$ cat config.mk
export PLATFORM = sky130hd
export DESIGN_NAME = pif_front
export DESIGN_NICKNAME = d
export VERILOG_FILES = /design/src/rtl/pif_pkg.sv /design/src/rtl/pif_front.sv
export SDC_FILE = /design/constraint.sdc
export NUM_CORES = 1
export LEC_CHECK = 0
export BUFFER_PORTS_ARGS = -buffer_cell sky130_fd_sc_hd__buf_2
export CORE_UTILIZATION = 53
export DETAILED_ROUTE_END_ITERATION = 16
export MAX_ROUTING_LAYER = met4
export PLACE_DENSITY_LB_ADDON = 0.3
export REMOVE_ABC_BUFFERS = 1
export SYNTH_ARGS = -nofsm -noshare
export SYNTH_HDL_FRONTEND = slang
export SYNTH_SLANG_ARGS = --single-unit
$ cat constraint.sdc
create_clock -name clk -period 5.4 [get_ports clk]
set_input_delay 1.08 -clock clk [delete_from_list [all_inputs] [get_ports clk]]
set_output_delay 1.08 -clock clk [all_outputs]
set_load 0.02 [all_outputs]
$ cat src/rtl/pif_pkg.sv
// Package with the types, constants and codes of the periodic interpolator.
`timescale 1ns / 1ps
package pif_pkg;

  localparam int MAX_POINTS = 1024;
  localparam int ADDR_W     = $clog2(MAX_POINTS);
  localparam int NP_W       = 11;
  localparam int NUM_TAPS   = 5;
  localparam int STEP_W     = 3;
  localparam int CENTER_TAP = 2;

  // Queue depths are powers of two so that the pointers wrap on their own.
  localparam int CMD_DEPTH  = 2;
  localparam int CMD_PTR_W  = $clog2(CMD_DEPTH);
  localparam int CMD_CNT_W  = $clog2(CMD_DEPTH + 1);
  localparam int RES_DEPTH  = 4;
  localparam int RES_PTR_W  = $clog2(RES_DEPTH);
  localparam int RES_CNT_W  = $clog2(RES_DEPTH + 1);

  // Input request codes.
  localparam logic REQ_WRITE = 1'b0;
  localparam logic REQ_QUERY = 1'b1;

  // Result status codes.
  localparam logic STATUS_OK    = 1'b0;
  localparam logic STATUS_RANGE = 1'b1;

  // Command kinds passed from the front to the back.
  localparam logic [1:0] CMD_WRITE = 2'd0;
  localparam logic [1:0] CMD_QUERY = 2'd1;
  localparam logic [1:0] CMD_ERROR = 2'd2;

  // Weight denominators.
  localparam logic [1:0] DEN_24 = 2'd0;
  localparam logic [1:0] DEN_6  = 2'd1;
  localparam logic [1:0] DEN_4  = 2'd2;

  // Widths of the weight datapath.
  localparam int F_W   = 19;   // one factor (u + c), signed
  localparam int P_W   = 36;   // product of two factors, signed
  localparam int N_W   = 72;   // full numerator plus rounding bias
  localparam int Y_W   = 22;   // numerator after the power-of-two shift
  localparam int W_W   = 19;   // weight, signed Q2.16
  localparam int D_W   = 24;   // operand of the divide-by-three
  localparam int ACC_W = 56;

  // Rounding biases and shifts: weight = floor((n + den * 2^47) / (den * 2^48)).
  localparam logic signed [N_W-1:0] BIAS_24 = N_W'(3) << 50;
  localparam logic signed [N_W-1:0] BIAS_6  = N_W'(3) << 48;
  localparam logic signed [N_W-1:0] BIAS_4  = N_W'(1) << 49;
  localparam int SHIFT_24 = 51;
  localparam int SHIFT_6  = 49;
  localparam int SHIFT_4  = 50;

  // floor(v / 3) for 0 <= v < 2^24 is (v * DIV3_MULT) >> DIV3_SHIFT.
  localparam logic [D_W-1:0] DIV3_MULT   = D_W'(11184811);
  localparam int             DIV3_SHIFT  = 25;
  localparam logic [D_W-1:0] DIV3_OFFSET = D_W'(3) << 21;
  localparam int             DIV3_BIAS_Q = 1 << 21;

  typedef struct packed {
    logic               req_type;
    logic [ADDR_W-1:0]  index;
    logic signed [31:0] sample_value;
    logic [15:0]        local_coord;
  } pif_item_t;

  typedef struct packed {
    logic signed [31:0] interp_value;
    logic               status;
  } pif_res_t;

  typedef struct packed {
    logic [1:0]                       kind;
    logic [NUM_TAPS-1:0][ADDR_W-1:0]  idx;
    logic [15:0]                      u;
    logic signed [31:0]               sample_value;
  } pif_cmd_t;

  typedef struct packed {
    logic       first;
    logic       last;
    logic       err;
    logic [1:0] den;
  } pif_flags_t;

endpackage

$ cat src/rtl/pif_front.sv
// Front end: point count register, range check and periodic neighbor indices.
`timescale 1ns / 1ps
module pif_front (
  input  logic                         clk,
  input  logic                         rst,
  input  logic                         cfg_valid,
  input  logic [pif_pkg::NP_W-1:0]     cfg_data,
  output logic                         cfg_ready,
  input  pif_pkg::pif_item_t           item,
  input  logic                         accept,
  output pif_pkg::pif_cmd_t            cmd,
  output logic                         cmd_push
);
  import pif_pkg::*;

  localparam int WR_W = NP_W + 1;

  logic [NP_W-1:0] num_points;
  logic [NP_W-1:0] n_eff;
  logic [WR_W-1:0] jw, nw, n2, sp2, jm1, jm2, jp1, jp2;
  logic            in_range;

  assign cfg_ready = 1'b1;

  always_ff @(posedge clk) begin
    if (rst) begin
      num_points <= NP_W'(MAX_POINTS);
    end else if (cfg_valid) begin
      num_points <= cfg_data;
    end
  end

  always_comb begin
    n_eff    = (num_points > NP_W'(MAX_POINTS)) ? NP_W'(MAX_POINTS) : num_points;
    jw       = WR_W'(item.index);
    nw       = WR_W'(n_eff);
    n2       = nw << 1;
    in_range = jw < nw;

    jm1 = (jw >= WR_W'(1)) ? jw - WR_W'(1) : jw + nw - WR_W'(1);
    // With a single point, j - 2 needs the modulus added twice.
    if (jw >= WR_W'(2)) begin
      jm2 = jw - WR_W'(2);
    end else if (jw + nw >= WR_W'(2)) begin
      jm2 = jw + nw - WR_W'(2);
    end else begin
      jm2 = jw + n2 - WR_W'(2);
    end
    jp1 = (jw + WR_W'(1) >= nw) ? jw + WR_W'(1) - nw : jw + WR_W'(1);
    sp2 = jw + WR_W'(2);
    if (sp2 >= n2) begin
      jp2 = sp2 - n2;
    end else if (sp2 >= nw) begin
      jp2 = sp2 - nw;
    end else begin
      jp2 = sp2;
    end

    cmd.idx[0]          = jm2[ADDR_W-1:0];
    cmd.idx[1]          = jm1[ADDR_W-1:0];
    cmd.idx[CENTER_TAP] = item.index;
    cmd.idx[3]          = jp1[ADDR_W-1:0];
    cmd.idx[4]          = jp2[ADDR_W-1:0];
    cmd.u               = item.local_coord;
    cmd.sample_value    = item.sample_value;

    if (item.req_type == REQ_WRITE) begin
      cmd.kind = CMD_WRITE;
    end else if (in_range) begin
      cmd.kind = CMD_QUERY;
    end else begin
      cmd.kind = CMD_ERROR;
    end

    // Writes outside the point range are dropped here.
    cmd_push = accept && ((item.req_type == REQ_QUERY) || in_range);
  end

endmodule

Word-level counts from Yosys, hierarchy flattened
Cells that the tools add are included.

storage, ports and cells
  register bits after elaboration = 11
  bits of input ports = 74
  output and inout bits = 102
  logic and storage cells = 32

operators by class
  add/sub/neg operators = 12
  magnitude comparators = 8
  multiplexer cells = 9
  reduce and logical (&&, ||, !) cells = 2

operators with widths
  operator                                                                               number
  10-bit two-way mux                                                                     6
  10-bit subtractor                                                                      3
  10-bit by 2-bit subtractor with 10-bit output (second input constant)                  3
  11-bit greater-or-equal comparator                                                     2
  10-bit by 1-bit subtractor with 10-bit output (second input constant)                  2
  10-bit by 11-bit adder with 12-bit output                                              1
  11-bit by 12-bit greater-or-equal comparator with 1-bit output                         1
  12-bit by 2-bit greater-or-equal comparator with 1-bit output (second input constant)  1
  10-bit by 1-bit adder with 11-bit output (second input constant)                       1
  10-bit by 2-bit adder with 11-bit output (second input constant)                       1
  11-bit greater-than comparator (second input constant)                                 1
  10-bit by 11-bit < comparator with 1-bit output                                        1
  11-bit two-way mux                                                                     1
  10-bit adder                                                                           1
  10-bit by 1-bit greater-or-equal comparator with 1-bit output (second input constant)  1
  10-bit by 2-bit greater-or-equal comparator with 1-bit output (second input constant)  1
  2-bit two-way mux                                                                      2
  1-bit logical AND                                                                      1
  1-bit logical OR                                                                       1

Logic depth before layout (Yosys ltp)
  depth after elaboration = 6
  mapped depth = 15
  mapped depth without buffers = 14

Least setup slack after synthesis
No wires, ideal clock.

  path type = in2out
  start = input item[48] in the netlist's numbering
  end = output cmd[53] in the netlist's numbering
  data arrival time = 4017 ps
  data required time = 4320 ps
  setup slack = 303 ps
  stages = 11
  path buffers = 1
  path through = ha_1 -> inv_1 -> fa_1 -> xnor2_2 -> o2111ai_2 -> a211oi_4 -> o2111ai_2 -> or3b_1 -> buf_6 -> o211a_1 -> nor3_1

RTL lines
  item             RTL line         RTL
  start, declared  pif_front.sv:9   input pif_pkg::pif_item_t item,
  end, declared    pif_front.sv:11  output pif_pkg::pif_cmd_t cmd,

==> flow_summary.ini <==
[outcome]
outcome = finished clean

[drt]
drcViolationCount = 0
via_per_inst = 6.056
wl_per_cell_um = 21.18
drtPass1Iterations = 5
wl_um = 18080
antenna_left = 0
drt_iter0_drc = 255
num_vias = 5172

[die]
initial_core_util = 0.5468
coreArea_sq_mm = 0.009240
die_h_um = 99.64
dieArea_sq_mm = 0.009927
rows = 35
io_pins = 176
die_w_um = 99.64

[setup_path]
cp.arrival_ps = 4170
reg2regPathDepth = 3
cp_max_fo = 10
reg2reg_to = num_points[10]
reg2reg_slack_ps = 4340
endpoint_kind = output pin
startpoint_type = input pin
worstReg2RegStart = num_points[10]
critical_path_class = input pin to output pin
crit_required_ps = 4320

[clocking]
cts_buffers = 3
clockBufferDepth = 2
path_clk_slew_ps = 50
cts_tree = done
hold_buffers = 0
worstSkewPairLatency_ps = 230
htreeDepth = 1
cts-root-buf = clkbuf_8
clkSinkCount = 11

[final_layout]
regMostFlops = num_points
layout_common_cells = 79 x ha_1, 78 x buf_2, 52 x inv_1
drive_gt1_frac = 0.2055
largest_register_ffs = 11
diodes = 0
largestRegisters = num_points (11)
nets = 884
area_growth_pct = 6.290
final_common_cell = ha_1

[placement]
dp_hpwl_um = 15020
port_buffers = 78
gp_congestion = 0.9898
dp_slack_ps = 163.5

[synthesis]
syn_avg_cell_area_sq_um = 7.301
synthDistinctLibCells = 73
synth_area_sq_mm = 0.005052
synth.yosys.seq_area_share = 0.04359
synth-seq-cells = 11
synth_edf_count = 0
yosysWarningCount = 0
async_reset_ff_frac = 0
synth_flop_cell = dfxtp_1
syn_inst = 692

[global_route]
grt_max_degree = 15
grt_pass1_wl_um = 27540
antenna_found_initial = 0
track_usage = 0.3713
grt_pass1_vias = 5041
overflow = 0

[sta]
grt_setup_unrepaired = no
tightest_slew_ps = 579.4
setup_tns_ps = 0
relSlewSlack = 0.6102
finalHoldViolCount = 0
finalClockSkew_ps = 0
max_freq_mhz = 190.3
final-setup-viol-count = 0
post-route-worst-setup-slack_ps = 145.4
fin_crit_ps = 5255
drv_slew = 0
finalCritPeriodShare = 0.9731

[worst_hold_path]
hold-path-endpoint = num_points[1]
min_path_cells = 2
min_from = num_points[1]
hold_class = register to register

[pwr]
total_leakage_power_nw = 2.441
power.density_mw_per_mm2 = 133.8
peakVddDrop_mv = 0.1613

[job]
cap_violations = 0
-- timing repair --
item | in CTS | in global routing
buffers inserted | 0 | 0
resized for setup | 0 | 4
setup endpoints to repair | 0 | 16
-- logic make-up (layout without fill, tap and decap cells) --
logic type / count (synthesis) / in the layout / synth area share
xor+xnor: 68 / 68 / 0.1194
buf+inv: 134 / 167 / 0.1456
mux: 22 / 22 / 0.04581
simple gates: 216 / 216 / 0.2132
other cells: 1 / 1 / 0.0007422
compound gates: 156 / 156 / 0.2162
flops: 11 / 11 / 0.04359
fa+ha+maj: 84 / 84 / 0.2155
-- metrics by stage --
| step | instances | total power [mW] | instance area (sq um) | hold slack (ps) | util |
|---|---|---|---|---|---|
| after global routing | 854 | 0.7713 | 5370 | 519.5 | 0.5812 |
| final | 854 | 0.7187 | 5370 | 502.4 | 0.5812 |
| after floorplan | 612 | 0.4526 | 4519 | 452.0 | - |
| after detailed placement | 850 | 0.6255 | 5304 | 488.7 | 0.5740 |
| after CTS | 854 | 0.7081 | 5349 | 507.0 | 0.5789 |
| after global placement | 850 | 0.6158 | 5304 | 478.6 | 0.5740 |
-- report_power, final --
| part | leakage (nW) | internal, mW | total (mW) | switching (mW) |
|---|---|---|---|---|
| Combinational | 2.33 | 0.218 | 0.549 | 0.331 |
| Sequential | 0.0909 | 0.0864 | 0.0896 | 0.00321 |
| Clock | 0.0228 | 0.0516 | 0.0802 | 0.0286 |
| Total | 2.44 | 0.356 | 0.719 | 0.363 |
-- critical path, cell delays in order --
cell,delay [ps]
buf_2,120
inv_1,130
buf_4,200
ha_1,440
fa_1,480
a21o_1,180
a21oi_1,220
o21bai_1,110
a2111oi_0,480
nor3_1,160
xnor2_1,150
a2bb2oi_1,220
buf_2,200
-- worst max path at each step --
stage | startpoint | end | slack (ps) | depth (start not counted)
floorplan | item[48] | cmd[53] | 270 | 10
global placement | item[48] | cmd[53] | 260 | 12
detailed placement | item[48] | cmd[53] | 160 | 12
CTS | item[48] | cmd[53] | 160 | 12
global route | item[49] | cmd[83] | 0.9 | 14
finish | item[49] | cmd[97] | 150 | 13
-- per-layer routing --
metal,share of wire,GRT usage,vias to the layer above
li1,-,-,2458
met1,0.41,0.4389,2368
met2,0.43,0.5588,292
met3,0.12,0.1616,54
met4,0.035,0.1312,0
met5,0,-,-
-- cells in the mapped netlist, drive strengths merged, types with 10 or more instances --
| cell | number | area, sq um |
|---|---|---|
| a211oi | 11 | 105.1 |
| a21o | 10 | 75.07 |
| a21oi | 47 | 239.0 |
| a31oi | 11 | 68.82 |
| buf | 64 | 472.9 |
| clkbuf | 16 | 60.06 |
| dfxtp | 11 | 220.2 |
| ha | 79 | 988.5 |
| inv | 52 | 195.2 |
| mux2i | 13 | 130.1 |
| nand2 | 49 | 183.9 |
| nand3 | 21 | 105.1 |
| nand4 | 13 | 81.33 |
| nor2 | 49 | 183.9 |
| nor2b | 13 | 83.83 |
| nor3 | 28 | 145.1 |
| o21ai | 22 | 110.1 |
| xnor2 | 51 | 454.2 |
| xor2 | 17 | 148.9 |
-- layout make-up --
class | count | area (sq um)
multi-input combinational | 547 | 4118
fill | 918 | 3870
timing repair buffer | 109 | 623.1
sequential | 11 | 220.2
inverter | 54 | 202.7
tap | 129 | 161.4
clock buffer | 4 | 45.04
No activity file was read; power rests on OpenSTA's default activity.
