### config.mk
export PLATFORM = sky130hd
export DESIGN_NAME = pif_cmd_fifo
export DESIGN_NICKNAME = d
export VERILOG_FILES = /design/src/rtl/pif_pkg.sv /design/src/rtl/pif_cmd_fifo.sv
export SDC_FILE = /design/constraint.sdc
export NUM_CORES = 1
export LEC_CHECK = 0
export BUFFER_PORTS_ARGS = -buffer_cell sky130_fd_sc_hd__buf_2
export CAP_MARGIN = 10
export CELL_PAD_IN_SITES_DETAIL_PLACEMENT = 1
export CELL_PAD_IN_SITES_GLOBAL_PLACEMENT = 1
export CORE_ASPECT_RATIO = 0.75
export CORE_MARGIN = 3
export CORE_UTILIZATION = 45
export DETAILED_ROUTE_END_ITERATION = 16
export PLACE_DENSITY = 0.82
export SETUP_SLACK_MARGIN = 0.5
export SLEW_MARGIN = 20
export SYNTH_ARGS = -nofsm -noshare
export SYNTH_HDL_FRONTEND = slang
export SYNTH_SLANG_ARGS = --single-unit
### constraint.sdc
create_clock -name clk -period 12.13 [get_ports clk]
set_input_delay 3.0325 -clock clk [delete_from_list [all_inputs] [get_ports clk]]
set_output_delay 3.0325 -clock clk [all_outputs]
set_load 0.03 [all_outputs]
### src/rtl/pif_pkg.sv
// Package with the types, constants and codes of the periodic interpolator.
`timescale 1ns / 1ps
package pif_pkg;

  localparam int MAX_POINTS = 1024;
  localparam int ADDR_W     = $clog2(MAX_POINTS);
  localparam int NP_W       = 11;
  localparam int NUM_TAPS   = 5;
  localparam int STEP_W     = 3;
  localparam int CENTER_TAP = 2;

  // Queue depths are powers of two so that the pointers wrap on their own.
  localparam int CMD_DEPTH  = 2;
  localparam int CMD_PTR_W  = $clog2(CMD_DEPTH);
  localparam int CMD_CNT_W  = $clog2(CMD_DEPTH + 1);
  localparam int RES_DEPTH  = 4;
  localparam int RES_PTR_W  = $clog2(RES_DEPTH);
  localparam int RES_CNT_W  = $clog2(RES_DEPTH + 1);

  // Input request codes.
  localparam logic REQ_WRITE = 1'b0;
  localparam logic REQ_QUERY = 1'b1;

  // Result status codes.
  localparam logic STATUS_OK    = 1'b0;
  localparam logic STATUS_RANGE = 1'b1;

  // Command kinds passed from the front to the back.
  localparam logic [1:0] CMD_WRITE = 2'd0;
  localparam logic [1:0] CMD_QUERY = 2'd1;
  localparam logic [1:0] CMD_ERROR = 2'd2;

  // Weight denominators.
  localparam logic [1:0] DEN_24 = 2'd0;
  localparam logic [1:0] DEN_6  = 2'd1;
  localparam logic [1:0] DEN_4  = 2'd2;

  // Widths of the weight datapath.
  localparam int F_W   = 19;   // one factor (u + c), signed
  localparam int P_W   = 36;   // product of two factors, signed
  localparam int N_W   = 72;   // full numerator plus rounding bias
  localparam int Y_W   = 22;   // numerator after the power-of-two shift
  localparam int W_W   = 19;   // weight, signed Q2.16
  localparam int D_W   = 24;   // operand of the divide-by-three
  localparam int ACC_W = 56;

  // Rounding biases and shifts: weight = floor((n + den * 2^47) / (den * 2^48)).
  localparam logic signed [N_W-1:0] BIAS_24 = N_W'(3) << 50;
  localparam logic signed [N_W-1:0] BIAS_6  = N_W'(3) << 48;
  localparam logic signed [N_W-1:0] BIAS_4  = N_W'(1) << 49;
  localparam int SHIFT_24 = 51;
  localparam int SHIFT_6  = 49;
  localparam int SHIFT_4  = 50;

  // floor(v / 3) for 0 <= v < 2^24 is (v * DIV3_MULT) >> DIV3_SHIFT.
  localparam logic [D_W-1:0] DIV3_MULT   = D_W'(11184811);
  localparam int             DIV3_SHIFT  = 25;
  localparam logic [D_W-1:0] DIV3_OFFSET = D_W'(3) << 21;
  localparam int             DIV3_BIAS_Q = 1 << 21;

  typedef struct packed {
    logic               req_type;
    logic [ADDR_W-1:0]  index;
    logic signed [31:0] sample_value;
    logic [15:0]        local_coord;
  } pif_item_t;

  typedef struct packed {
    logic signed [31:0] interp_value;
    logic               status;
  } pif_res_t;

  typedef struct packed {
    logic [1:0]                       kind;
    logic [NUM_TAPS-1:0][ADDR_W-1:0]  idx;
    logic [15:0]                      u;
    logic signed [31:0]               sample_value;
  } pif_cmd_t;

  typedef struct packed {
    logic       first;
    logic       last;
    logic       err;
    logic [1:0] den;
  } pif_flags_t;

endpackage

### src/rtl/pif_cmd_fifo.sv
// Short command queue between the front end and the back end.
`timescale 1ns / 1ps
module pif_cmd_fifo (
  input  logic              clk,
  input  logic              rst,
  input  logic              push,
  input  pif_pkg::pif_cmd_t din,
  output logic              full,
  input  logic              pop,
  output pif_pkg::pif_cmd_t dout,
  output logic              valid
);
  import pif_pkg::*;

  pif_cmd_t               entries [CMD_DEPTH];
  logic [CMD_PTR_W-1:0]   wr_ptr, rd_ptr;
  logic [CMD_CNT_W-1:0]   count;
  logic                   do_push, do_pop;

  assign full    = (count == CMD_CNT_W'(CMD_DEPTH));
  assign valid   = (count != '0);
  assign dout    = entries[rd_ptr];
  assign do_push = push && !full;
  assign do_pop  = pop && valid;

  always_ff @(posedge clk) begin
    if (do_push) begin
      entries[wr_ptr] <= din;
    end
  end

  always_ff @(posedge clk) begin
    if (rst) begin
      wr_ptr <= '0;
      rd_ptr <= '0;
      count  <= '0;
    end else begin
      if (do_push) begin
        wr_ptr <= wr_ptr + CMD_PTR_W'(1);
      end
      if (do_pop) begin
        rd_ptr <= rd_ptr + CMD_PTR_W'(1);
      end
      if (do_push && !do_pop) begin
        count <= count + CMD_CNT_W'(1);
      end else if (do_pop && !do_push) begin
        count <= count - CMD_CNT_W'(1);
      end
    end
  end

endmodule

==> Word level (Yosys, flattened, before mapping) <==
Memories as Yosys holds them, arrays and structs flattened. A register that Yosys moved wholly into a read port is not among the register bits.
Cells that the tools add are included.
{ "op_classes": {"n_addsub": 4, "eq_ne": 1, "n_mux": 6, "n_reduce_logical": 9} }
{ "ops": {"columns": ["operator", "count"], "rows": [
  ["$logic_and A1 B1 Y1", 4],
  ["$mux W1", 4],
  ["$mux W2", 2],
  ["$reduce_bool A2 Y1", 2],
  ["$logic_not A1 Y1", 3],
  ["$add A1 B1 Y1 const B", 2],
  ["$add A2 B1 Y2 const B", 1],
  ["$eq A2 B2 Y1 const B", 1],
  ["$sub A2 B1 Y2 const B", 1]
]} }
{ "totals": {"reg_bits": 4, "ram_bits": 200, "output_inout_bits": 102, "word_cells": 24, "memories": 1} }
{ "mem_list": {"columns": ["memory", "words", "width", "read_ports", "rd_clocked_by_memory_dff", "write_ports", "line_no", "text"], "rows": [
  ["entries", 2, 100, 1, 1, 1, "pif_cmd_fifo.sv:15", "pif_cmd_t entries [CMD_DEPTH];"]
]} }

==> Longest topological paths before layout <==
Gate-level depths: netlist (run 1).
{ "logic_depth": {"ltp_word": 7, "mapped_depth": 6, "depth_no_buf": 6} }

==> Least setup slack after synthesis (run 1) <==
Ideal clock, no wire load.
{ "synth_path": {"path_type": "input to register", "start": "input port push", "end": "memory entries[1][0] (netlist name), enable pin", "setup_ns": 0.470, "t_arrival_ns": 5.533, "required_time_ns": 11.660, "slack_ns": 6.127, "path_stages": 3, "n_path_buf": 0, "path_cell_list": "inv_1 -> nor2_1 -> and2_1"} }
{ "synth_between": {"elab_chain_len": 3} }
{ "synth_rtl": {"columns": ["element", "line_no", "text"], "rows": [
  ["start, declared", "pif_cmd_fifo.sv:6", "input logic push,"],
  ["$logic_and A1 B1 Y1", "pif_cmd_fifo.sv:23", "assign do_push = push && !full;"],
  ["$mux W1", "pif_cmd_fifo.sv:27", "if (do_push) begin"],
  ["$mux W1 (implied by the code)", "pif_cmd_fifo.sv:28", "entries[wr_ptr] <= din;"],
  ["end, declared", "pif_cmd_fifo.sv:15", null]
]} }
Every way passes these cells.

==> results of run 1 <==
[worst register-to-register path, cell delays in order (launching register included)]
cell	delay, ps
dfxtp_1	330
nor2b_2	180
or3_1	380
inv_4	490
buf_4	730
[layout by cell type, fill, tap and decap left out, drive strengths merged]
cell type / instances
ha: 1
edfxtp: 200
inv: 2
and2: 1
diode: 1
dfxtp: 5
mux2: 100
nor2: 4
clkinv: 5
or3: 2
or2: 1
a21oi: 2
nor2b: 1
o21ai: 3
xor2: 3
clkbuf: 30
buf: 208
[area by class of cell]
| type | instances | area (sq um) | area share (%) |
|---|---|---|---|
| Clock buffer | 30 | 559 | 6.04 |
| Inverter | 2 | 10.0 | 0.108 |
| Multi-Input combinational cell | 118 | 1240 | 13.4 |
| Timing Repair Buffer | 208 | 1050 | 11.3 |
| Tap cell | 210 | 263 | 2.84 |
| Sequential cell | 205 | 6110 | 66.0 |
| Antenna cell | 1 | 2.50 | 0.0270 |
| Clock inverter | 5 | 20.0 | 0.216 |
[power by group through the flow]
stage	Clock [W]	Combinational, W	Sequential (W)
floorplan	0	0.000479	0.000928
global placement	0	0.000624	0.000938
detailed placement	0	0.000634	0.000947
CTS	0.000572	0.000640	0.000933
global route	0.000601	0.000668	0.000941
finish	0.000555	0.000629	0.000930
[sequential cells by signal, indices dropped and copies added (netlist names), named ones only]
| signal | flops |
|---|---|
| entries | 200 |
| wr_ptr | 1 |
| rd_ptr | 1 |
| count | 2 |
[per-layer routing]
layer  global-route usage (%)  part of all wire (%)  vias to the layer above
li1                         -                     -                     1771
met1                     20.6                    40                     1939
met2                     28.3                    49                      154
met3                     6.03                   8.8                       22
met4                     3.35                   1.6                        6
met5                        0                  0.22                        -
[cell families (layout without fill, tap and decap cells)]
kind of cell	Yosys count	after routing	synth area share, %
xor gates and xnor gates	3	3	0.354
adders and majority gates	1	1	0.168
AOI/OAI and AO/OA	5	5	0.337
buffers and inverters	13	245	1.18
muxes	100	100	15.2
other	0	1	0
and+or+nand+nor	9	9	0.657
DFF	205	205	82.2
[metrics by stage]
stage / instance area [sq um] / total power [W] / setup WS [ps] / std cells
floorplan: 7430 / 0.00141 / 6130 / 336
global placement: 8670 / 0.00156 / 6980 / 743
detailed placement: 8670 / 0.00158 / 6900 / 743
CTS: 9250 / 0.00214 / 6480 / 778
global route: 9250 / 0.00221 / 6370 / 778
finish: 9250 / 0.00211 / 6510 / 779
[worst max path at each step]
stage               from              to  slack (ps)  depth (start not counted)
2_1_floorplan       push   entries[1][0]        6130                          3
3_3_place_gp        push  entries[0][29]        6980                          5
3_5_place_dp        push  entries[0][48]        6900                          5
4_1_cts        flip-flop        dout[33]        6480                          3
5_1_grt        flip-flop        dout[33]        6370                          3
6_report       flip-flop        dout[37]        6510                          3
[cells in the mapped netlist, drive strengths merged]
cell | number | area, sq um
edfxtp | 200 | 6010
mux2 | 100 | 1130
buf | 11 | 80.1
dfxtp | 5 | 100
nor2 | 4 | 15.0
o21ai | 3 | 15.0
xor2 | 3 | 26.3
a21oi | 2 | 10.0
inv | 2 | 7.51
or3 | 2 | 12.5
and2 | 1 | 6.26
ha | 1 | 12.5
nor2b | 1 | 8.76
or2 | 1 | 6.26
==> impl_metrics.tcl, run 1 <==
set metrics [dict create \
    syn_inst 336 \
    finClkSkew_ps 8.42 \
    drtIter0Drc 217 \
    clkTransAtPathRegs_ps 60 \
    slew_headroom_pct 38.0 \
    cts_resized 0 \
    min_path_cells 2 \
    grt_max_degree 68 \
    grt_first_pass_wirelength_mm 23.2 \
    rsz0062_at_grt "no" \
    drc_errors 0 \
    area_growth_pct 24.5 \
    cp.required_ps 9100 \
    grt_pass1_vias 4192 \
    ys_ff_latch 205 \
    antenna_left 0 \
    numPortBuffers 205 \
    wl_per_cell_um 20.1 \
    hold_viol 0 \
    cp_max_fo 67 \
    clock-sinks 205 \
    p_clk_share_pct 26.3 \
    crit_type "flip-flop to output port" \
    grt.total_usage_pct 16.5 \
    synth_area_sq_um 7430 \
    tns_ps 0 \
    maxCapViolCount 0 \
    endpoint_kind "output port" \
    critPathBufInv 2 \
    comb_power_share_pct 29.8 \
    dp_hpwl_mm 10.5 \
    postCtsHoldBufs 0 \
    setup_violations 0 \
    numCtsBuffers 21 \
    r2r_cells 4 \
    antenna_found_initial 3 \
    die_h_um 117 \
    drive_above_1_share_pct 59.0 \
    fill_cells 1497 \
    die_w_um 154 \
    overflow 0 \
    cp.arrival_ps 2580 \
    p_sw_share_pct 32.7 \
    place_congestion 0.748 \
    cts-htree-levels 1 \
    tritoncts "yes" \
    post-route-util_pct 57.4 \
    finalCritPeriodShare_pct 46.3 \
    seq_area_frac_synth_pct 82.2 \
    max_freq_ghz 0.178 \
    rrSetupSlack_ps 9630 \
    core_sq_um 16100 \
    crit_slowest_cell "buf_4" \
    ys_warn_count 0 \
    rows 40 \
    seqPwrFrac_pct 44.0 \
    min_period_ps 5620 \
    p_int_w 0.00142 \
    hold_slack_ps 520 \
    slowest_delay_ps 750 \
    syn_nets 441 \
    reg2reg_from "count[1]" \
    hold_start "wr_ptr" \
    worstHoldPathType "flip-flop to flip-flop" \
    vias 3892 \
    r2r_end "entries[0][50]" \
    routed_wl_mm 15.6 \
    min_to "wr_ptr" \
    final_max_slew_viol_count 0 \
    firstDrtPassIters 4 \
    cp_top_family "buffers and inverters" \
    critPathLaunchType "flip-flop" \
    max-vdd-ir-drop_uv 135 \
    clkLatencyLatePin_ps 480 \
    synth.distinct_cells 15 \
    postCtsSetupBuffers 0 \
    p_leak_nw 3.44 \
    start_util_pct 46.1 \
    dieArea_sq_um 18100 \
    netSwitchingPower_w 0.000692 \
    avgSynthCellArea_sq_um 22.1 \
    viasPerCell 5.00 \
    top_level_ports 206 \
    status "complete, no violations" \
    worstPathCellList "buf_4 > mux2_2 > buf_2" \
    root_buffer "clkbuf_16" \
    layout.nets 661 \
    max-clock-path-buffers 3 \
    tightest_slew_ps 929 \
    p_per_area_nw_per_um2 228 \
]
Power figures use the tool's default switching activity.
==> run 2, diff against run 1 <==
- CORE_UTILIZATION: 45 -> 44
- PLACE_DENSITY: 0.82 -> 0.81
- clock period: 12.13 -> 5.4 ns (I/O delays scaled with it)
==> run 2 against run 1 <==
Net effect: utilization down 0.18 points; critical path depth unchanged; wire length up 2.1%; clock-buffer cell count up 3; sequential share of layout area down 0.40 points; global-route usage up 0.26 points; die area up 2.2%; critical endpoint is now dout[94]; design area up 0.61%; via count down 0.36%; sequential power up 130%; non-clock buffer count up 3; cell count up 0.13%.
==> impl_metrics.tcl, run 2 (same netlist as run 1, synthesis figures left out) <==
set metrics [dict create \
    cp_max_fo 71 \
    drc_errors 0 \
    drive_above_1_share_pct 59.6 \
    postCtsHoldBufs 0 \
    min_path_cells 2 \
    crit_type "flip-flop to output port" \
    post-route-util_pct 57.2 \
    clkLatencyLatePin_ps 470 \
    antenna_left 0 \
    postCtsSetupBuffers 0 \
    max_freq_ghz 0.265 \
    final_common_cell "buf_2" \
    r2r_end "entries[0][15]" \
    fill_cells 1521 \
    vias 3878 \
    largest_reg_flops 200 \
    rows 40 \
    endpoint_kind "output port" \
    clkTransAtPathRegs_ps 60 \
    final_cell_mix "buf_2 (205), edfxtp_1 (200), mux2_2 (100)" \
    numPortBuffers 205 \
    grt_pass1_vias 4367 \
    min_to "rd_ptr" \
    die_h_um 119 \
    dp_hpwl_mm 11.0 \
    final_max_slew_viol_count 0 \
    place_congestion 0.744 \
    tns_ps 0 \
    hold_start "rd_ptr" \
    firstDrtPassIters 6 \
    grt.total_usage_pct 16.8 \
    antenna_cells 0 \
    start_util_pct 45.7 \
    setup_violations 0 \
    critPathLaunchType "flip-flop" \
    routed_wl_mm 16.0 \
    p_per_area_nw_per_um2 515 \
    clock-sinks 205 \
    grt_max_degree 77 \
    r2r_cells 4 \
    wl_per_cell_um 20.5 \
    dieArea_sq_um 18500 \
    rrSetupSlack_ps 3050 \
    drtIter0Drc 162 \
    top_level_ports 206 \
    p_leak_nw 3.47 \
    overflow 0 \
    die_w_um 156 \
    placed_cells 746 \
    max-clock-path-buffers 3 \
    cts-htree-levels 1 \
    cp.required_ps 4050 \
    cts_resized 0 \
    place_ws_ps 2010 \
    reg2reg_from "count[1]" \
    final_cells 780 \
    antenna_found_initial 1 \
    largest-register "entries" \
    viasPerCell 4.97 \
    max-vdd-ir-drop_uv 257 \
    root_buffer "clkbuf_16" \
    layout.nets 663 \
    largest_registers "entries x200, count x2" \
    core_sq_um 16300 \
    slew_headroom_pct 33.3 \
    worstHoldPathType "flip-flop to flip-flop" \
    finClkSkew_ps 13.2 \
    min_period_ps 3770 \
    maxCapViolCount 0 \
    finalCritPeriodShare_pct 69.9 \
    rsz0062_at_grt "no" \
    tritoncts "yes" \
    setup_ws_ps 1630 \
    hold_viol 0 \
    grt_first_pass_wirelength_mm 24.2 \
    tightest_slew_ps 1000 \
    area_growth_pct 25.3 \
    status "complete, no violations" \
    numCtsBuffers 20 \
    fin_total_pwr_w 0.00479 \
    cp.arrival_ps 2420 \
]
## run 2: cell count changes in the layout (fill, tap and decap cells not counted), sizes merged
cell and delta:
clkbuf +3, clkinv -4, diode -1, buf +3
## run 2: layout make-up
class	count	area [sq um]	share of cell area, %
multi-input cells	118	1240	13.3
clock inverters	1	5.00	0.0538
flip-flops and latches	205	6110	65.6
repair buffers	211	1090	11.7
well taps	210	263	2.82
clock buffers	33	591	6.34
inverters	2	10.0	0.108
## run 2: worst max path at each step
stage / from / to / slack (ps) / cells past startpoint
2_1_floorplan: push / entries[1][0] / 1080 / 3
3_3_place_gp: push / entries[0][12] / 2070 / 5
3_5_place_dp: push / entries[0][15] / 2010 / 5
4_1_cts: flip-flop / dout[86] / 1560 / 3
5_1_grt: flip-flop / dout[94] / 1480 / 3
6_report: flip-flop / dout[94] / 1630 / 3
## run 2: metrics by stage
stage	hold slack, ps	cell area, sq um
after global routing	562	9310
final	509	9310
after global placement	474	8690
after CTS	517	9310
after detailed placement	499	8710
after floorplan	452	7430
## run 2: power by group
part	leakage (nW)	total [W]	switching (W)	internal (W)
Combinational	1.27	0.00139	0.000904	0.000489
Clock	0.289	0.00127	0.000527	0.000742
Sequential	1.91	0.00213	0.000127	0.00200
Total	3.47	0.00479	0.00156	0.00323
## run 2: metal layers
layer  up-vias  wire (um)  part of all wire [%]  track usage (%)
li1       1770          -                     -                -
met4         2        158                  0.99             2.54
met2       145       8270                    52             30.1
met1      1945       6480                    41             20.8
met3        16       1050                   6.6             4.50
met5         -          7                 0.044                0
## run 2: worst max-delay path, stage by stage, from the launching register on
cell and delay (ps):
dfxtp_4 970, buf_4 390, mux2_2 380, buf_2 180
