`config.mk`:
```
export PLATFORM = sky130hd
export DESIGN_NAME = pif_res_fifo
export DESIGN_NICKNAME = d
export VERILOG_FILES = /design/src/rtl/pif_pkg.sv /design/src/rtl/pif_res_fifo.sv
export SDC_FILE = /design/constraint.sdc
export NUM_CORES = 1
export LEC_CHECK = 0
export BUFFER_PORTS_ARGS = -buffer_cell sky130_fd_sc_hd__buf_4
export CELL_PAD_IN_SITES_DETAIL_PLACEMENT = 1
export CELL_PAD_IN_SITES_GLOBAL_PLACEMENT = 1
export CORE_ASPECT_RATIO = 1.75
export CORE_MARGIN = 2
export CORE_UTILIZATION = 45
export DETAILED_ROUTE_END_ITERATION = 10
export PLACE_DENSITY = 0.8
export SYNTH_ARGS = -nofsm -noshare
export SYNTH_HDL_FRONTEND = slang
export SYNTH_SLANG_ARGS = --single-unit
```
`constraint.sdc`:
```
create_clock -name clk -period 5.1 [get_ports clk]
set_input_delay 1.02 -clock clk [delete_from_list [all_inputs] [get_ports clk]]
set_output_delay 1.02 -clock clk [all_outputs]
set_load 0.01 [all_outputs]
```
`src/rtl/pif_pkg.sv`:
```
// Package with the types, constants and codes of the periodic interpolator.
`timescale 1ns / 1ps
package pif_pkg;

  localparam int MAX_POINTS = 1024;
  localparam int ADDR_W     = $clog2(MAX_POINTS);
  localparam int NP_W       = 11;
  localparam int NUM_TAPS   = 5;
  localparam int STEP_W     = 3;
  localparam int CENTER_TAP = 2;

  // Queue depths are powers of two so that the pointers wrap on their own.
  localparam int CMD_DEPTH  = 2;
  localparam int CMD_PTR_W  = $clog2(CMD_DEPTH);
  localparam int CMD_CNT_W  = $clog2(CMD_DEPTH + 1);
  localparam int RES_DEPTH  = 4;
  localparam int RES_PTR_W  = $clog2(RES_DEPTH);
  localparam int RES_CNT_W  = $clog2(RES_DEPTH + 1);

  // Input request codes.
  localparam logic REQ_WRITE = 1'b0;
  localparam logic REQ_QUERY = 1'b1;

  // Result status codes.
  localparam logic STATUS_OK    = 1'b0;
  localparam logic STATUS_RANGE = 1'b1;

  // Command kinds passed from the front to the back.
  localparam logic [1:0] CMD_WRITE = 2'd0;
  localparam logic [1:0] CMD_QUERY = 2'd1;
  localparam logic [1:0] CMD_ERROR = 2'd2;

  // Weight denominators.
  localparam logic [1:0] DEN_24 = 2'd0;
  localparam logic [1:0] DEN_6  = 2'd1;
  localparam logic [1:0] DEN_4  = 2'd2;

  // Widths of the weight datapath.
  localparam int F_W   = 19;   // one factor (u + c), signed
  localparam int P_W   = 36;   // product of two factors, signed
  localparam int N_W   = 72;   // full numerator plus rounding bias
  localparam int Y_W   = 22;   // numerator after the power-of-two shift
  localparam int W_W   = 19;   // weight, signed Q2.16
  localparam int D_W   = 24;   // operand of the divide-by-three
  localparam int ACC_W = 56;

  // Rounding biases and shifts: weight = floor((n + den * 2^47) / (den * 2^48)).
  localparam logic signed [N_W-1:0] BIAS_24 = N_W'(3) << 50;
  localparam logic signed [N_W-1:0] BIAS_6  = N_W'(3) << 48;
  localparam logic signed [N_W-1:0] BIAS_4  = N_W'(1) << 49;
  localparam int SHIFT_24 = 51;
  localparam int SHIFT_6  = 49;
  localparam int SHIFT_4  = 50;

  // floor(v / 3) for 0 <= v < 2^24 is (v * DIV3_MULT) >> DIV3_SHIFT.
  localparam logic [D_W-1:0] DIV3_MULT   = D_W'(11184811);
  localparam int             DIV3_SHIFT  = 25;
  localparam logic [D_W-1:0] DIV3_OFFSET = D_W'(3) << 21;
  localparam int             DIV3_BIAS_Q = 1 << 21;

  typedef struct packed {
    logic               req_type;
    logic [ADDR_W-1:0]  index;
    logic signed [31:0] sample_value;
    logic [15:0]        local_coord;
  } pif_item_t;

  typedef struct packed {
    logic signed [31:0] interp_value;
    logic               status;
  } pif_res_t;

  typedef struct packed {
    logic [1:0]                       kind;
    logic [NUM_TAPS-1:0][ADDR_W-1:0]  idx;
    logic [15:0]                      u;
    logic signed [31:0]               sample_value;
  } pif_cmd_t;

  typedef struct packed {
    logic       first;
    logic       last;
    logic       err;
    logic [1:0] den;
  } pif_flags_t;

endpackage

```
`src/rtl/pif_res_fifo.sv`:
```
// Result queue that drives the output channel.
`timescale 1ns / 1ps
module pif_res_fifo (
  input  logic                           clk,
  input  logic                           rst,
  input  logic                           push,
  input  pif_pkg::pif_res_t              din,
  input  logic                           pop,
  output pif_pkg::pif_res_t              dout,
  output logic                           empty,
  output logic [pif_pkg::RES_CNT_W-1:0]  count
);
  import pif_pkg::*;

  pif_res_t             entries [RES_DEPTH];
  logic [RES_PTR_W-1:0] wr_ptr, rd_ptr;
  logic                 do_pop;

  assign empty  = (count == '0);
  assign dout   = entries[rd_ptr];
  assign do_pop = pop && !empty;

  // The back end only pushes when it has reserved room, so push is never dropped.
  always_ff @(posedge clk) begin
    if (push) begin
      entries[wr_ptr] <= din;
    end
  end

  always_ff @(posedge clk) begin
    if (rst) begin
      wr_ptr <= '0;
      rd_ptr <= '0;
      count  <= '0;
    end else begin
      if (push) begin
        wr_ptr <= wr_ptr + RES_PTR_W'(1);
      end
      if (do_pop) begin
        rd_ptr <= rd_ptr + RES_PTR_W'(1);
      end
      if (push && !do_pop) begin
        count <= count + RES_CNT_W'(1);
      end else if (do_pop && !push) begin
        count <= count - RES_CNT_W'(1);
      end
    end
  end

endmodule

```
# After elaboration in Yosys (flattened, before gate mapping)
# Memory sizes are Yosys's and may differ from the RTL's. A register that Yosys moved wholly into a read port is not among the register bits.
# Cells that the tools add are included.
# classes
addsub	4
n_mux	6
reduce_logical	8
# op_table
op	count
two-way mux 3 bit	2
adder 2 x 1 -> 2 bit (second input constant)	2
two-way mux 2 bit	2
adder 3 x 1 -> 3 bit (second input constant)	1
logical AND 1 bit	3
logical NOT 1 bit	3
logical NOT 3 bit	1
subtractor 3 x 1 -> 3 bit (second input constant)	1
two-way mux 1 bit	2
nonzero test 2 bit	1
# word_totals
ff_bits	7
ramBits	132
elab_cells	22
n_memories	1
# mem_list
name	words	word_bits	read_ports	rd_ports_with_merged_regs	write_ports	line	source
entries	4	33	1	1	1	pif_res_fifo.sv:15	pif_res_t entries [RES_DEPTH];

# Logic depth before layout (Yosys ltp)
# Gate-level depths: netlist (run 1).
# depth
word_depth	6
ltp_mapped	7
mapped_depth_nobuf	7

# Worst setup path before layout (run 1)
# Ideal clock, no wire load.
# synth_path
path_type	input port to flip-flop
from	in pop
to	reg count[2] in the netlist's numbering
setup_time_ps	70
arrival_time_ps	2337
required_ps	5030
slack_ps	2693
path_stages	7
n_path_buf	0
path_cell_list	o31ai_1 -> ha_1 -> inv_1 -> fa_1 -> xor2_1 -> or3_1 -> a21oi_1
# synth_via
elab_chain_cells	4
# synth_lines
item	line	source
start, declared	pif_res_fifo.sv:8	input logic pop,
logical AND 1 bit *	pif_res_fifo.sv:21	assign do_pop = pop && !empty;
logical NOT 1 bit	pif_res_fifo.sv:42	if (push && !do_pop) begin
logical AND 1 bit	pif_res_fifo.sv:42	
two-way mux 3 bit or nonzero test 2 bit (tied branches)	n/a	
end signal, assigned	pif_res_fifo.sv:43	count <= count + RES_CNT_W'(1);
end signal, assigned	pif_res_fifo.sv:45	count <= count - RES_CNT_W'(1);
end, declared	pif_res_fifo.sv:11	output logic [pif_pkg::RES_CNT_W-1:0] count
# Mark *: on every way between the ends. The rest lies on a longest branch, timed or not.
# A chain may end at the register's enable or synchronous reset.

==> parameters.txt, run 1 <==
Parameter                              Value

Final layout
  Util after Layout ... about 57%
  Filler instances ... 994
  Post-route design area ... around 6500 um^2
  Area growth, synth to finish ... 23.6%
  Share of cells above drive strength 1 ... between 40% and 50%
  Total inserted antenna cells ... 0
  Fin nets ... 343
  Post-layout instance count excluding filler cells ... between 400 and 500

STA
  Final setup violation count ... 0
  Crit share post-route ... about two thirds
  Post-route setup TNS ... 0 ns
  Final critical delay including setup and external delays ... about 3.3 ns
  Pins Over Slew Limit ... 0
  Setup repair after global routing missed its margin ... no
  Max-slew headroom at the worst pin ... roughly 38%
  Highest achievable clock rate ... between 200 and 300 MHz
  Setup Skew ... approximately 0.0048 ns
  Slew at the pin closest to its max-slew limit ... 0.934 ns
  Hold violation count in the final report ... 0

Logic synthesis
  Main combinational cell family by area after synthesis ... multiplexers
  Dominant cell type by area after synthesis ... edfxtp_1
  Syn Nets ... between 200 and 300
  Compound-cell area share of the yosys netlist ... 0.502%
  Cell area after technology mapping ... roughly 5200 um^2
  Count of distinct cell types in the synthesized netlist ... 22
  Avg Inst Size Synth ... 24.3 um^2
  Synth Instances ... roughly 220
  Seq cells post-synth ... ~140
  Top-area cell type share of the netlist area ... about 76%
  Adder and majority gate portion of the synthesized area ... under 10%
  Xor/xnor share of the synthesized area ... less than 1%
  Dominant cells by area after synthesis ... edfxtp_1 76%, mux4_2 13%, dfxtp_1 3.4%, mux4_1 1.5%, ha_1 1.2%
  Basic-gate share of the synthesized area counting and, or, nand and nor cells ... approximately 1.2%
  Sequential-to-total area share from yosys stat ... between 70% and 80%
  Yosys warns ... 0
  Multiplexer fraction of the synthesized cell area ... 14.8%

Clocking
  Clock input transition at the sequential cells of the worst setup and hold paths ... approximately 0.06 ns
  Clock root cell ... clkbuf_16
  Count of instances resized after the clock tree is built ... 0
  CTS tree ... yes
  # hold bufs at CTS ... 0
  Insertion delay to the later sink of the worst-skew pair ... just over 0.4 ns
  Clock sink count ... 141
  Largest buffer count on any clock path ... 2
  Number of levels in the clock H-tree ... 4
  Total CTS buffers ... 17
  Buffer count from post-CTS setup fixing ... 0

Routing
  Final antenna-violating net count ... 0
  DRT Pass-1 Iters ... 5
  Residual DRC count ... 0
  Number of vias per cell ... 5.37
  Post-detailed-routing wire length ... around 9.9 mm
  Avg WL per Cell ... between 20 and 25 um
  DRC violation total after the first TritonRoute iteration ... 96
  DR vias ... approximately 2400

Setup path
  Critical path required time ... around 4.1 ns
  Cell repeated most along the worst path ... buf_4
  Worst EP arrival ... between 2 and 2.5 ns
  CP Cell Sequence ... buf_4 -> mux4_2 -> buf_4
  Nature of the critical path endpoint ... primary output
  Worst-path maximum fanout ... 19
  Crit path buf inv count ... 2
  Critical path startpoint category ... flop
  Worst-path cell with the longest stage delay ... dfxtp_2
  Max stage delay on crit path ... roughly 0.76 ns
  Critical setup path kind ... flop to primary output
  Family of cells with the greatest summed delay on the critical path ... flip-flops

Die
  Floorplan die height ... around 150 um
  Number of primary I/O pins ... 74
  Area enclosed by the die boundary ... between 10000 and 15000 um^2
  Horizontal die dimension ... 85.6 um
  Row cnt ... between 50 and 60
  Starting density of the core ... 45.7%
  Total core area ... 11500 um^2

Placement
  Cell area after placement ... around 6000 um^2
  # placed instances ... 416
  Global placer's final weighted congestion ... 0.730
  Number of input and output port buffers inserted ... 73
  Detail Placement HPWL ... ~6.2 mm

Power
  Worst IR drop on VDD ... about 280 uV
  Total power per unit cell area ... ~510 nW/um^2
  Leakage ... ~2.2 nW
  Sum of internal, switching and leakage power ... 3.29 mW

Job
  Max-capacitance violation count ... 0

Global routing
  Antenna violations before repair ... 0
  First-pass GRT wire length ... roughly 16 mm
  Number of global-route vias before repair ... just under 3000
  GRT Residual Overflow ... 0
  Pin count of the biggest net entering global routing ... 34
  Total global routing track utilization ... around 17%

Worst hold path
  Class of the tightest hold or removal check ... flop to flop

Status
  Run status ... finished clean
==> registers in the layout, summed over array words and instances, names as in the netlist, named ones only <==
register	cells
count	3
entries	132
rd_ptr	2
wr_ptr	2
==> kinds of logic (layout without fill, tap and decap cells) <==
group / count (synthesis) / after routing
compound gates: 4 / 4
buf+inv: 12 / 109
simple gates: 13 / 13
flops: 141 / 141
xor+xnor: 5 / 5
fa+ha+maj: 6 / 6
mux: 35 / 35
==> path summary, 6_finish.rpt <==
kind,depth (start not counted),slack [ns],startpoint,to
worst max register to register,7,2.90,count[0],count[2]
worst max-delay path,3,1.75,flop,dout[22]
worst min-delay path,2,0.55,rd_ptr[1],flop
worst min register to register,2,0.55,rd_ptr[1],flop
==> Yosys cell counts <==
library cell / instances
a21oi_1: 1
buf_12: 3
nor2_1: 7
mux4_1: 3
inv_1: 3
o21ai_0: 1
fa_1: 1
or3_1: 1
nor3_1: 1
clkbuf_1: 2
xor2_1: 4
buf_2: 3
dfxtp_1: 9
xnor2_1: 1
mux4_2: 30
ha_1: 5
o31ai_1: 1
o311ai_0: 1
buf_6: 1
and2_1: 4
mux2i_1: 2
edfxtp_1: 132
==> worst register-to-register path: stages (launching register included) <==
cell and delay [ns]:
dfxtp_1 0.38, o31ai_1 0.41, ha_1 0.27, inv_1 0.06, fa_1 0.37, xor2_1 0.18
or3_1 0.31, a21oi_1 0.14
==> metal layers <==
metal / share of wire [%] / up-vias / global-route usage (%)
met2: 58 / 67 / 30.5
met1: 35 / 1254 / 18.7
met5: 0 / - / 0
met4: 1.9 / 0 / 8.57
met3: 4.9 / 11 / 5.00
li1: - / 1072 / -
==> through the flow <==
step / hold slack, ns / worst slack (ns)
floorplan: 0.485 / 2.69
global placement: 0.503 / 2.10
detailed placement: 0.533 / 2.10
CTS: 0.554 / 1.66
global route: 0.577 / 1.57
finish: 0.554 / 1.75
==> cell usage in the layout (no fill, tap or decap), types with 4 or more instances in the layout <==
cell	instances
dfxtp_1	7
clkbuf_16	17
edfxtp_1	132
and2_2	4
ha_1	5
buf_4	74
clkinvlp_4	4
xor2_1	4
nor2_1	7
mux4_2	30
==> where the power goes <==
group | leakage (nW) | internal (mW) | switching, mW | total (mW)
combinational | 0.664 | 0.371 | 0.254 | 0.624
sequential | 1.29 | 1.34 | 0.0924 | 1.43
clock | 0.282 | 0.769 | 0.467 | 1.24
==> layout make-up <==
| type | count | area (um^2) | share of cell area [%] |
|---|---|---|---|
| flip-flops and latches | 141 | 4150 | 64.0 |
| well taps | 135 | 169 | 2.61 |
| clock buffers | 18 | 429 | 6.63 |
| inverters | 3 | 11.3 | 0.174 |
| multi-input cells | 63 | 995 | 15.4 |
| clock inverters | 14 | 170 | 2.63 |
| repair buffers | 74 | 556 | 8.58 |
Power figures use the tool's default switching activity.
==> inputs of run 2 (changes only) <==
--- a/config.mk
+++ b/config.mk
@@ -12,7 +12,7 @@
 export CORE_MARGIN = 2
 export CORE_UTILIZATION = 45
 export DETAILED_ROUTE_END_ITERATION = 10
-export PLACE_DENSITY = 0.8
+export PLACE_DENSITY = 0.82
 export SYNTH_ARGS = -nofsm -noshare
 export SYNTH_HDL_FRONTEND = slang
 export SYNTH_SLANG_ARGS = --single-unit
==> constraint.sdc (replaced) <==
create_clock -name clk -period 2.98 [get_ports clk]
set_input_delay 0.596 -clock clk [delete_from_list [all_inputs] [get_ports clk]]
set_output_delay 0.596 -clock clk [all_outputs]
set_load 0.01 [all_outputs]
==> parameters.txt, run 2 (synthesis results as in run 1) <==
Parameter                              Value

Placement
  Number of input and output port buffers inserted ... 73 (unchanged)
  # placed instances ... 421 (+1.2%)
  Detail Placement HPWL ... 6.09 mm (-1.0%)
  Global placer's final weighted congestion ... 0.725 (-0.74%)

Final layout
  Post-layout instance count excluding filler cells ... 453 (+1.1%)
  Total inserted antenna cells ... 0 (unchanged)
  Register with the most flip-flops ... entries
  Filler instances ... 979 (-1.5%)
  Number of flip-flops in the largest register ... 132 (unchanged)
  Area of the multi-input gates ... 995 um^2 (unchanged)
  Most frequent standard cell in the layout excluding fill and tap cells ... edfxtp_1
  Registers with the highest flip-flop counts ... entries: 132 flops, count: 3 flops
  Most frequent cells in the layout ... 132 x edfxtp_1, 79 x buf_4, 30 x mux4_2
  Share of cells above drive strength 1 ... 45.9% (+0.86 points)
  Fin nets ... 348 (+1.5%)
  Area growth, synth to finish ... 25.2%
  FF+latch area ... 4150 um^2 (unchanged)

Global routing
  Antenna violations before repair ... 0 (unchanged)
  First-pass GRT wire length ... 14.8 mm (-5.6%)
  GRT Residual Overflow ... 0 (unchanged)
  Number of global-route vias before repair ... 2738 (-5.1%)
  Pin count of the biggest net entering global routing ... 34 (unchanged)
  Total global routing track utilization ... 16.6% (-0.71 points)

Die
  Row cnt ... 52 (unchanged)
  Area enclosed by the die boundary ... 12600 um^2 (unchanged)
  Starting density of the core ... 45.7% (unchanged)
  Number of primary I/O pins ... 74 (unchanged)
  Horizontal die dimension ... 85.6 um (unchanged)
  Total core area ... 11500 um^2 (unchanged)
  Floorplan die height ... 147 um (unchanged)

Routing
  Highest metal layer with signal wires ... met4
  Residual DRC count ... 0 (unchanged)
  Post-detailed-routing wire length ... 9.64 mm (-3.1%)
  Metal-1 WL ... 3.55 mm (+0.94%)
  Detail Route met3 WL ... 373 um (-24%)
  DR vias ... 2449 (+1.9%)
  Met2 wire len ... 5.36 mm (-6.8%)
  Avg WL per Cell ... 21.3 um (-4.2%)
  Number of vias per cell ... 5.41 (+0.75%)
  DRT Pass-1 Iters ... 4 (-1)
  DRC violation total after the first TritonRoute iteration ... 109 (+14%)
  Final antenna-violating net count ... 0 (unchanged)

STA
  Hold violation count in the final report ... 0 (unchanged)
  Final critical delay including setup and external delays ... 2.51 ns
  Setup repair after global routing missed its margin ... no
  Setup Skew ... 0.00613 ns (+0.00130 ns)
  Slew at the pin closest to its max-slew limit ... 0.915 ns (-0.0192 ns)
  Crit share post-route ... between 80% and 90%
  Post-route setup TNS ... 0 ns (unchanged)
  Max-slew headroom at the worst pin ... 39.0% (+1.3 points)
  Highest achievable clock rate ... between 300 and 400 MHz
  Pins Over Slew Limit ... 0 (unchanged)
  Min Hold Slack ... 0.383 ns (-0.171 ns)
  Final setup violation count ... 0 (unchanged)

Clocking
  Total CTS buffers ... 17 (unchanged)
  Buffer count from post-CTS setup fixing ... 0 (unchanged)
  Clock sink count ... 141 (unchanged)
  Count of instances resized after the clock tree is built ... 0 (unchanged)
  Number of levels in the clock H-tree ... 4 (unchanged)
  Insertion delay to the later sink of the worst-skew pair ... 0.41 ns (about the same)
  Clock root cell ... clkbuf_16
  CTS tree ... yes
  Largest buffer count on any clock path ... 2 (unchanged)
  Clock input transition at the sequential cells of the worst setup and hold paths ... 0.06 ns (about the same)
  # hold bufs at CTS ... 0 (unchanged)

Setup path
  Critical path required time ... 2.38 ns (-1.70 ns)
  Count of cells along the worst register-to-register path ... 7 (unchanged)
  Family of cells with the greatest summed delay on the critical path ... flip-flops
  Nature of the critical path endpoint ... primary output
  Max stage delay on crit path ... 0.59 ns (-0.17 ns)
  Critical path startpoint category ... flop
  Crit path buf inv count ... 2 (unchanged)
  Critical Path Stages ... 3 (unchanged)
  Worst EP arrival ... 1.92 ns (-0.41 ns)
  Cell repeated most along the worst path ... buf_4
  Worst-path maximum fanout ... 18 (-1)
  Critical setup path kind ... flop to primary output
  Worst-path cell with the longest stage delay ... dfxtp_2
  CP Cell Sequence ... buf_4 -> mux4_1 -> buf_4

Worst hold path
  Class of the tightest hold or removal check ... primary input to flop
  Number of cells on the worst hold path ... 1 (-1)

Power
  Worst IR drop on VDD ... 671 uV (+140%)
  Leakage ... 2.30 nW (+2.8%)
  Total power per unit cell area ... 887 nW/um^2 (+74%)

Job
  Max-capacitance violation count ... 0 (unchanged)

Status
  Run status ... finished clean
==> run 2: metrics by stage <==
stage	utilization (%)	power, mW	cell area [um^2]	worst slack [ns]
after floorplan	-	3.18	5240	0.955
after global placement	51.6	3.59	5910	0.842
after detailed placement	51.6	3.62	5910	0.705
after CTS	57.3	5.90	6560	0.402
after global routing	57.3	6.04	6560	0.360
final	57.3	5.82	6560	0.469
==> run 2: where the power goes <==
group / internal [mW] / total (mW) / switching (mW) / leakage, nW
clock: 1.49 / 2.27 / 0.786 / 0.318
sequential: 2.30 / 2.37 / 0.0723 / 1.29
combinational: 0.647 / 1.18 / 0.531 / 0.691
total: 4.43 / 5.82 / 1.39 / 2.30
==> run 2: path summary, 6_finish.rpt <==
check	slack, ns	start	end
worst max-delay path	0.47	flop	dout[31]
worst min-delay path	0.38	din[16]	entries[2][16]
worst max register to register	0.70	count[0]	count[2]
worst min register to register	0.55	count[2]	count[2]
==> run 2: area by class of cell <==
cell class	instances	share of cell area, %
clock buffers	18	6.54
clock inverters	14	3.32
inverters	3	0.172
multi-input cells	63	15.2
flip-flops and latches	141	63.2
well taps	135	2.57
repair buffers	79	9.04
==> run 2: routing by layer <==
layer  track usage (%)  vias to the layer above
li1                  -                     1078
met1              17.6                     1274
met2              28.5                       71
met3              5.22                       26
met4              9.68                        0
met5                 0                        -
